[src/sv/tsht_ram.sv]
`timescale 1ns / 1ps
// ----------------------------------------------------------------------------
// tsht_ram
// Generic single-write, single-read RAM with registered read data.
// ----------------------------------------------------------------------------
module tsht_ram #(
	parameter int WIDTH = 8,
	parameter int DEPTH = 64,
	localparam int AW = (DEPTH > 1) ? $clog2(DEPTH) : 1
) (
	input  logic             clk,
	input  logic             we,
	input  logic [AW-1:0]    waddr,
	input  logic [WIDTH-1:0] wdata,
	input  logic             re,
	input  logic [AW-1:0]    raddr,
	output logic [WIDTH-1:0] rdata
);

	logic [WIDTH-1:0] mem [DEPTH];

	// Write port
	always_ff @(posedge clk) begin
		if (we) begin
			mem[waddr] <= wdata;
		end
	end

	// Registered read port
	always_ff @(posedge clk) begin
		if (re) begin
			rdata <= mem[raddr];
		end
	end

endmodule

[config.mk]
export PLATFORM = sky130hd
export DESIGN_NAME = tsht_ram
export DESIGN_NICKNAME = d
export VERILOG_FILES = /design/src/sv/tsht_ram.sv
export SDC_FILE = /design/constraint.sdc
export NUM_CORES = 1
export LEC_CHECK = 0
export ABC_CLOCK_PERIOD_IN_PS = 2000
export BUFFER_PORTS_ARGS = -buffer_cell sky130_fd_sc_hd__clkbuf_2
export CAP_MARGIN = 10
export CORE_MARGIN = 5
export CORE_UTILIZATION = 40
export CTS_CLUSTER_DIAMETER = 200
export DETAILED_ROUTE_END_ITERATION = 10
export SETUP_SLACK_MARGIN = 0.1
export SLEW_MARGIN = 20
export SYNTH_ARGS = -nofsm -noshare
export SYNTH_HDL_FRONTEND = slang
export SYNTH_SLANG_ARGS = --single-unit
[constraint.sdc]
create_clock -name clk -period 2 [get_ports clk]
set_input_delay 0.1 -clock clk [delete_from_list [all_inputs] [get_ports clk]]
set_output_delay 0.1 -clock clk [all_outputs]
set_load 0.005 [all_outputs]
==> results of run 1 <==
[registers in the layout, indices dropped and copies added, names as in the netlist]
| register | cells |
|---|---|
| mem | 512 |
| rdata | 8 |
[cell usage after synthesis]
cell type,instances,share of area (%)
sky130_fd_sc_hd__mux2_2,13,0.72
sky130_fd_sc_hd__o21ai_0,2,0.049
sky130_fd_sc_hd__o221ai_1,8,0.35
sky130_fd_sc_hd__buf_12,2,0.20
sky130_fd_sc_hd__o2bb2ai_1,3,0.13
sky130_fd_sc_hd__o41ai_1,2,0.087
sky130_fd_sc_hd__nand4b_1,1,0.043
sky130_fd_sc_hd__o32ai_1,2,0.087
sky130_fd_sc_hd__and2_1,1,0.031
sky130_fd_sc_hd__a31oi_1,1,0.031
sky130_fd_sc_hd__nor2_1,83,1.5
sky130_fd_sc_hd__a211oi_1,4,0.15
sky130_fd_sc_hd__o21ai_1,2,0.049
sky130_fd_sc_hd__nor4_1,2,0.062
sky130_fd_sc_hd__nand2b_1,7,0.22
sky130_fd_sc_hd__buf_6,4,0.22
sky130_fd_sc_hd__nand4_1,2,0.062
sky130_fd_sc_hd__a221oi_1,6,0.26
sky130_fd_sc_hd__a2111oi_0,2,0.087
sky130_fd_sc_hd__o311ai_1,1,0.043
sky130_fd_sc_hd__mux4_2,126,14
sky130_fd_sc_hd__mux2i_1,23,1.1
sky130_fd_sc_hd__o221a_2,2,0.11
sky130_fd_sc_hd__nand3b_1,3,0.11
sky130_fd_sc_hd__buf_4,13,0.48
sky130_fd_sc_hd__o22ai_1,8,0.25
sky130_fd_sc_hd__clkbuf_1,17,0.32
sky130_fd_sc_hd__o2111ai_1,3,0.13
sky130_fd_sc_hd__buf_2,11,0.27
sky130_fd_sc_hd__a22oi_1,3,0.11
sky130_fd_sc_hd__a21oi_1,3,0.074
sky130_fd_sc_hd__nand3_1,13,0.32
sky130_fd_sc_hd__o21a_1,2,0.074
sky130_fd_sc_hd__buf_1,4,0.074
sky130_fd_sc_hd__nor3_1,7,0.17
sky130_fd_sc_hd__nand2_1,19,0.35
sky130_fd_sc_hd__nor2b_1,14,0.43
sky130_fd_sc_hd__or3_1,1,0.031
sky130_fd_sc_hd__edfxtp_1,520,77
[layout make-up]
type	instances	share of cell area, %
Timing Repair Buffer	195	6.560
Tap cell	672	3.485
Clock inverter	27	1.276
Antenna cell	3	0.03112
Clock buffer	65	5.684
Sequential cell	520	64.72
Multi-Input combinational cell	369	18.24
[stage by stage]
stage | area (sq um) | hold slack, ns | setup TNS, ns | total power, mW | cells
floorplan | 20250 | 0.1989 | 0 | 12.98 | 940
CTS | 24080 | 0.01577 | 0 | 23.20 | 1848
detailed placement | 22330 | 0.4833 | -2.132 | 13.61 | 1754
finish | 24130 | 0.02203 | 0 | 22.99 | 1851
global route | 24120 | 0.01372 | -0.09028 | 23.72 | 1848
global placement | 22330 | 0.4862 | -1.938 | 13.59 | 1754
[worst paths after layout]
kind,start,endpoint,slack [ns]
max,mem[3][1],rdata[1],0.02
max reg2reg,mem[3][1],rdata[1],0.02
min,wdata[2],mem[16][2],0.02
min reg2reg,mem[27][4],rdata[4],0.92
[kinds of logic (layout without fill, tap and decap cells)]
family          count (synthesis)  count (layout)  share of synthesized area, %
compound gates                 54              54                         2.064
buf+inv                        51             287                         1.563
flops                         520             520                         77.12
mux                           162             162                         15.88
other cells                     0               3                             0
simple gates                  153             153                         3.374
[worst reg2reg max path: stages (launching register included)]
cell,delay (ns)
sky130_fd_sc_hd__edfxtp_1,0.37
sky130_fd_sc_hd__mux4_2,0.53
sky130_fd_sc_hd__mux4_2,0.52
sky130_fd_sc_hd__nor2_2,0.11
sky130_fd_sc_hd__nor3_1,0.05
sky130_fd_sc_hd__o2bb2ai_1,0.14
[power by group through the flow]
stage          Combinational, mW  Sequential (mW)  Clock (mW)
5_1_grt                     1.36             12.1        10.3
3_3_place_gp                1.24             12.3           0
2_1_floorplan              0.644             12.3           0
6_report                    1.27             12.1        9.60
3_5_place_dp                1.26             12.4           0
4_1_cts                     1.28             12.1        9.80
[routing by layer]
layer / part of all wire, % / wire (um)
met5: 0 / 0
met4: 1.7 / 776
met3: 6.1 / 2753
met2: 50 / 22500
met1: 42 / 18960
[what timing repair did]
item                                   4_1_cts  5_1_grt
gates resized for setup                     13        8
setup endpoints to repair                    8        8
hold buffers                                 2        0
pin swaps                                    2        1
endpoints found under the hold margin       12        0
==> results_tabular.tex, run 1 <==
\begin{tabular}{lr}
\hline
Metric & Value \\
\hline
\multicolumn{2}{l}{\textbf{Clock tree}} \\
\quad Root buffer selected by CTS & sky130\_fd\_sc\_hd\_\_clkbuf\_16 \\
\quad Num CTS Buffers & 50 \\
\quad Clock insertion delay at the later pin of the skew report & 0.58 ns \\
\quad Worst-case clock buffer depth & 3 \\
\quad CTS tree & yes \\
\quad Clock transition at path regs & 0.06 ns \\
\quad \# clock sinks & 520 \\
\quad Number of H-tree levels & 2 \\
\quad Post-CTS setup-driven buffer insertion count & 0 \\
\multicolumn{2}{l}{\textbf{Place}} \\
\quad Number of buffers added on ports & 30 \\
\quad GPL Wtd Cong & 0.7759 \\
\quad Setup slack after placement & -0.4136 ns \\
\quad HPWL after detailed placement & 29100 um \\
\multicolumn{2}{l}{\textbf{Min path}} \\
\quad Worst Hold Path Cells & 2 \\
\quad Worst min-delay path class & in -> reg \\
\multicolumn{2}{l}{\textbf{STA}} \\
\quad Slew headroom & 54.44\% \\
\quad Highest clock frequency the design can meet & 505.2 MHz \\
\quad Worst Slack Setup Final & 0.02060 ns \\
\quad Hold violation count in the final report & 0 \\
\quad Number of max-slew violations in the final report & 0 \\
\quad RSZ-0062 raised after global routing & yes \\
\quad Min cycle time layout & 1.979 ns \\
\quad Endpoints failing setup & 0 \\
\quad Post-route clock skew & 0.01318 ns \\
\quad Post-route clock period utilization & 98.97\% \\
\quad Worst-margin pin slew & 0.6835 ns \\
\multicolumn{2}{l}{\textbf{Routing}} \\
\quad Via/cell ratio & 5.339 \\
\quad Total vias in the final route & 9882 \\
\quad Number of iterations in the first detailed-routing pass & 7 \\
\quad Residual antenna-violating net count after detailed routing & 0 \\
\quad DRC Markers & 0 \\
\quad Post-Route WL & 44990 um \\
\quad Detailed router's first-iteration violation count & 973 \\
\quad Routed wire per std cell & 24.31 um \\
\multicolumn{2}{l}{\textbf{Setup path}} \\
\quad Cell with the largest stage delay on the worst path & sky130\_fd\_sc\_hd\_\_mux4\_2 \\
\quad Most numerous cell on the critical path & sky130\_fd\_sc\_hd\_\_mux4\_2 \\
\quad Crit-path cells & mux4\_2 -> mux4\_2 -> nor2\_2 -> nor3\_1 -> o2bb2ai\_1 \\
\quad Arrival time at the worst endpoint & 2.30 ns \\
\quad Type of element capturing the critical path & flop \\
\quad Highest cell delay on the worst timing path & 0.53 ns \\
\quad Highest fanout seen on the critical path & 1 \\
\quad Number of buffer and inverter instances along the worst setup path & 0 \\
\quad WP data required & 2.32 ns \\
\quad Worst Path Class, Setup & reg -> reg \\
\quad Nature of the critical path startpoint & flop \\
\quad WP depth & 5 \\
\quad Largest delay contributor family on the critical path & multiplexers \\
\quad Number of cells on the worst reg-to-reg path & 5 \\
\multicolumn{2}{l}{\textbf{Layout}} \\
\quad Most common cell after layout, fill and taps aside & sky130\_fd\_sc\_hd\_\_edfxtp\_1 \\
\quad Share of layout cells above drive strength 1 & 35.37\% \\
\quad Layout Area Growth over Synthesis & 19.16\% \\
\quad Final core area utilization & 48.19\% \\
\quad Commonest non-fill, non-tap cells in the layout & sky130\_fd\_sc\_hd\_\_edfxtp\_1 (520), sky130\_fd\_sc\_hd\_\_buf\_4 (151), sky130\_fd\_sc\_hd\_\_mux4\_2 (126) \\
\quad Area of combinational cells with multiple inputs & 0.004402 sq mm \\
\quad Footprint of the flip-flops and latches & 0.01562 sq mm \\
\quad Net count reported at finish & 1159 \\
\quad Number of fill cells & 4135 \\
\multicolumn{2}{l}{\textbf{Outcome}} \\
\quad Status & finished, final reports clean \\
\multicolumn{2}{l}{\textbf{Synthesis}} \\
\quad Post-Syn Area per Cell & 21.54 sq um \\
\quad Gate count of the mapped netlist & 940 \\
\quad Total nets after synthesis & 963 \\
\quad Warnings from Yosys & 0 \\
\quad Synthesized area & 0.02025 sq mm \\
\quad Number of storage elements in the synthesis netlist & 520 \\
\quad Post-synthesis sequential area ratio & 77.12\% \\
\quad Distinct cell type count of the synthesized netlist & 39 \\
\multicolumn{2}{l}{\textbf{Power}} \\
\quad Clk pwr share & 41.8\% \\
\quad Relative contribution of combinational cells to total power & 5.5\% \\
\quad Power Dens Cells & 952.9 mW/mm\^{}2 \\
\quad Proportion of total power due to net switching & 20.15\% \\
\quad Int Power & 18.36 mW \\
\quad Sequential power share & 52.7\% \\
\quad Leakage & 7.838 nW \\
\quad Maximum VDD drop & 0.0005776 V \\
\quad Net switching power of the design & 4.632 mW \\
\multicolumn{2}{l}{\textbf{Global routing}} \\
\quad Met3 Use GR & 3.283\% \\
\quad Maximum number of pins on one net before global-route repair & 65 \\
\quad Met1 capacity usage during global routing & 22.48\% \\
\quad First-pass GRT wire length & 66730 um \\
\quad Met2 usage & 26.64\% \\
\quad Layer with the highest usage after global routing & met2 \\
\quad Number of antenna violations at the first check in global routing & 3 \\
\quad Total overflow reported by the global router & 0 \\
\quad Global Route Usage Sum & 16.14\% \\
\quad Number of global-route vias before repair & 10200 \\
\multicolumn{2}{l}{\textbf{Floorplanning}} \\
\quad Full die area & 0.05522 sq mm \\
\quad Std-Cell Rows & 82 \\
\quad I/O pin count & 31 \\
\quad Initial Util & 40.44\% \\
\quad Die Y & 235.0 um \\
\quad Area of the core & 0.05007 sq mm \\
\quad Chip Width & 235.0 um \\
\multicolumn{2}{l}{\textbf{Job}} \\
\quad Max-cap violation count & 0 \\
\hline
\end{tabular}
Power figures use the tool's default switching activity.
==> inputs of run 2 (changes only) <==
- CELL_PAD_IN_SITES_DETAIL_PLACEMENT: unset -> 0
- CELL_PAD_IN_SITES_GLOBAL_PLACEMENT: unset -> 2
- MAX_ROUTING_LAYER: unset -> met4
- PLACE_DENSITY_LB_ADDON: unset -> 0.1
==> results_tabular.tex, run 2 (synthesis results as in run 1) <==
\begin{tabular}{lr}
\hline
Metric & Value \\
\hline
\multicolumn{2}{l}{\textbf{Layout}} \\
\quad Post-layout instance area & 0.02417 sq mm (was 0.02413 sq mm) \\
\quad Diode insertion count for antenna repair & 0 (was 3) \\
\quad Final core area utilization & 48.27\% (was 48.19\%) \\
\quad Largest register FFs & 512 (unchanged) \\
\quad Most common cell after layout, fill and taps aside & sky130\_fd\_sc\_hd\_\_edfxtp\_1 (unchanged) \\
\quad Share of layout cells above drive strength 1 & 35.22\% (was 35.37\%) \\
\quad Largest register by flop count & mem (unchanged) \\
\quad Commonest non-fill, non-tap cells in the layout & sky130\_fd\_sc\_hd\_\_edfxtp\_1 (520), sky130\_fd\_sc\_hd\_\_buf\_4 (149), sky130\_fd\_sc\_hd\_\_mux4\_2 (126) (was sky130\_fd\_sc\_hd\_\_edfxtp\_1 (520), sky130\_fd\_sc\_hd\_\_buf\_4 (151), sky130\_fd\_sc\_hd\_\_mux4\_2 (126)) \\
\quad Layout Area Growth over Synthesis & 19.37\% (was 19.16\%) \\
\quad Largest registers & mem: 512 flops, rdata: 8 flops (unchanged) \\
\quad Net count reported at finish & 1166 (was 1159) \\
\multicolumn{2}{l}{\textbf{STA}} \\
\quad Highest clock frequency the design can meet & 487.0 MHz (was 505.2 MHz) \\
\quad RSZ-0062 raised after global routing & yes (unchanged) \\
\quad Post-route clock period utilization & 102.7\% (was 98.97\%) \\
\quad Worst-margin pin slew & 0.7667 ns (was 0.6835 ns) \\
\quad Endpoints failing setup & 3 (was 0) \\
\quad Hold violation count in the final report & 0 (unchanged) \\
\quad Min cycle time layout & 2.053 ns (was 1.979 ns) \\
\quad Slew headroom & 48.89\% (was 54.44\%) \\
\quad Number of max-slew violations in the final report & 0 (unchanged) \\
\quad Post-route clock skew & 0.01546 ns (was 0.01318 ns) \\
\quad Worst Slack Setup Final & -0.05324 ns (was 0.02060 ns) \\
\multicolumn{2}{l}{\textbf{Routing}} \\
\quad DRC Markers & 0 (unchanged) \\
\quad Met2 WL & 23350 um (was 22500 um) \\
\quad Post-Route WL & 48970 um (was 44990 um) \\
\quad Detailed router's first-iteration violation count & 880 (was 973) \\
\quad Total vias in the final route & 9863 (was 9882) \\
\quad Via/cell ratio & 5.323 (was 5.339) \\
\quad Residual antenna-violating net count after detailed routing & 0 (unchanged) \\
\quad Number of iterations in the first detailed-routing pass & 5 (was 7) \\
\quad Top metal layer carrying routed signals & met4 (unchanged) \\
\quad Routed wire per std cell & 26.43 um (was 24.31 um) \\
\quad DRT met1 WL & 22460 um (was 18960 um) \\
\quad Met3 wire length & 2251 um (was 2753 um) \\
\multicolumn{2}{l}{\textbf{Place}} \\
\quad GPL Wtd Cong & 0.7424 (was 0.7759) \\
\quad HPWL after detailed placement & 31720 um (was 29100 um) \\
\quad Placed Instance Area & 0.02235 sq mm (was 0.02233 sq mm) \\
\quad Number of buffers added on ports & 30 (unchanged) \\
\multicolumn{2}{l}{\textbf{Setup path}} \\
\quad Type of element capturing the critical path & flop (unchanged) \\
\quad Cell with the largest stage delay on the worst path & sky130\_fd\_sc\_hd\_\_mux4\_2 (unchanged) \\
\quad Reg-to-reg slack, setup & -0.05 ns (was 0.02 ns) \\
\quad Worst Path Class, Setup & reg -> reg (unchanged) \\
\quad WP data required & 2.32 ns (about the same) \\
\quad Number of buffer and inverter instances along the worst setup path & 0 (unchanged) \\
\quad Arrival time at the worst endpoint & 2.37 ns (was 2.30 ns) \\
\quad Most numerous cell on the critical path & sky130\_fd\_sc\_hd\_\_mux4\_2 (unchanged) \\
\quad Largest delay contributor family on the critical path & multiplexers (unchanged) \\
\quad Highest cell delay on the worst timing path & 0.55 ns (was 0.53 ns) \\
\quad Highest fanout seen on the critical path & 1 (unchanged) \\
\quad Crit-path cells & mux4\_2 -> mux4\_2 -> nor2\_4 -> nor3\_1 -> o2bb2ai\_2 (was mux4\_2 -> mux4\_2 -> nor2\_2 -> nor3\_1 -> o2bb2ai\_1) \\
\quad Nature of the critical path startpoint & flop (unchanged) \\
\multicolumn{2}{l}{\textbf{Clock tree}} \\
\quad CTS tree & yes (unchanged) \\
\quad Num CTS Buffers & 55 (was 50) \\
\quad Post-CTS setup-driven buffer insertion count & 0 (unchanged) \\
\quad Number of H-tree levels & 2 (unchanged) \\
\quad \# clock sinks & 520 (unchanged) \\
\quad Root buffer selected by CTS & sky130\_fd\_sc\_hd\_\_clkbuf\_16 (unchanged) \\
\quad Clock insertion delay at the later pin of the skew report & 0.59 ns (was 0.58 ns) \\
\quad Clock transition at path regs & 0.06 ns (about the same) \\
\quad Worst-case clock buffer depth & 3 (unchanged) \\
\multicolumn{2}{l}{\textbf{Floorplanning}} \\
\quad Die Y & 235.0 um (unchanged) \\
\quad I/O pin count & 31 (unchanged) \\
\quad Initial Util & 40.44\% (unchanged) \\
\quad Area of the core & 0.05007 sq mm (unchanged) \\
\quad Full die area & 0.05522 sq mm (unchanged) \\
\quad Chip Width & 235.0 um (unchanged) \\
\quad Std-Cell Rows & 82 (unchanged) \\
\multicolumn{2}{l}{\textbf{Global routing}} \\
\quad Total overflow reported by the global router & 0 (unchanged) \\
\quad Number of global-route vias before repair & 10350 (was 10200) \\
\quad Maximum number of pins on one net before global-route repair & 65 (unchanged) \\
\quad First-pass GRT wire length & 72070 um (was 66730 um) \\
\quad Number of antenna violations at the first check in global routing & 0 (was 3) \\
\quad Global Route Usage Sum & 18.29\% (was 16.14\%) \\
\multicolumn{2}{l}{\textbf{Min path}} \\
\quad Worst min-delay path class & in -> reg (unchanged) \\
\multicolumn{2}{l}{\textbf{Power}} \\
\quad Overall Power & 22.92 mW (was 22.99 mW) \\
\quad Maximum VDD drop & 0.0006341 V (was 0.0005776 V) \\
\quad Leakage & 7.844 nW (was 7.838 nW) \\
\quad Power Dens Cells & 948.5 mW/mm\^{}2 (was 952.9 mW/mm\^{}2) \\
\multicolumn{2}{l}{\textbf{Outcome}} \\
\quad Failing checks & negative setup slack \\
\quad Status & finished, violations left (was finished, final reports clean) \\
\multicolumn{2}{l}{\textbf{Job}} \\
\quad Max-cap violation count & 0 (unchanged) \\
\hline
\end{tabular}
==> run 2: cell count changes in the layout (fill, tap and decap cells not counted), moves of 2 or more <==
cell                            before  now
sky130_fd_sc_hd__clkinv_2            8    6
sky130_fd_sc_hd__clkinv_1            9   13
sky130_fd_sc_hd__diode_2             3    0
sky130_fd_sc_hd__buf_4             151  149
sky130_fd_sc_hd__bufinv_16           7    4
sky130_fd_sc_hd__clkbuf_16          53   55
sky130_fd_sc_hd__dlygate4sd3_1       2    4
sky130_fd_sc_hd__nor2_2              3    1
sky130_fd_sc_hd__clkbuf_1           12   15
==> run 2: cell type report <==
class                   count  area [sq um]
fillers                  4271         25900
flip-flops and latches    520         15620
multi-input cells         369          4447
repair buffers            197          1619
clock buffers              70          1433
well taps                 672         840.8
clock inverters            25         215.2
==> run 2: metal layers <==
metal	GRT usage [%]	vias to the layer above
met5	-	-
met1	25.95	5221
met3	2.732	69
met4	4.813	0
li1	-	4348
met2	28.19	225
==> run 2: final timing paths <==
path | startpoint | endpoint | cells after the start
max | mem[12][2] | rdata[2] | 5
min | wdata[6] | mem[2][6] | 1
max reg2reg | mem[12][2] | rdata[2] | 5
min reg2reg | mem[30][6] | rdata[6] | 3
==> run 2: per-stage QoR <==
step                      setup slack (ns)  instances  hold WS [ns]  setup TNS [ns]
after floorplan                     0.1214        940        0.1989               0
after global placement             -0.8895       1754        0.3603          -2.924
after detailed placement           -0.5770       1754        0.3742          -2.638
after CTS                         -0.05699       1853       0.08559         -0.1326
after global routing               -0.1241       1853        0.1132         -0.3150
final                             -0.05324       1853        0.1137        -0.08014
==> run 2: power breakdown <==
group / internal (mW) / switching (mW) / total (mW)
logic: 0.565 / 0.757 / 1.32
clock network: 5.52 / 3.96 / 9.48
registers: 12.1 / 0.0312 / 12.1
total: 18.2 / 4.75 / 22.9
==> run 2: timing repair <==
item / CTS / global route
endpoints found under the hold margin: 56 / 0
resized for setup: 19 / 8
endpoints found under the setup margin: 8 / 8
pin swaps: 3 / 1
hold buffers: 4 / 0
==> run 2: worst register-to-register path, stage by stage, from the launching register on <==
cell	delay, ns
sky130_fd_sc_hd__edfxtp_1	0.40
sky130_fd_sc_hd__mux4_2	0.48
sky130_fd_sc_hd__mux4_2	0.55
sky130_fd_sc_hd__nor2_4	0.12
sky130_fd_sc_hd__nor3_1	0.06
sky130_fd_sc_hd__o2bb2ai_2	0.18
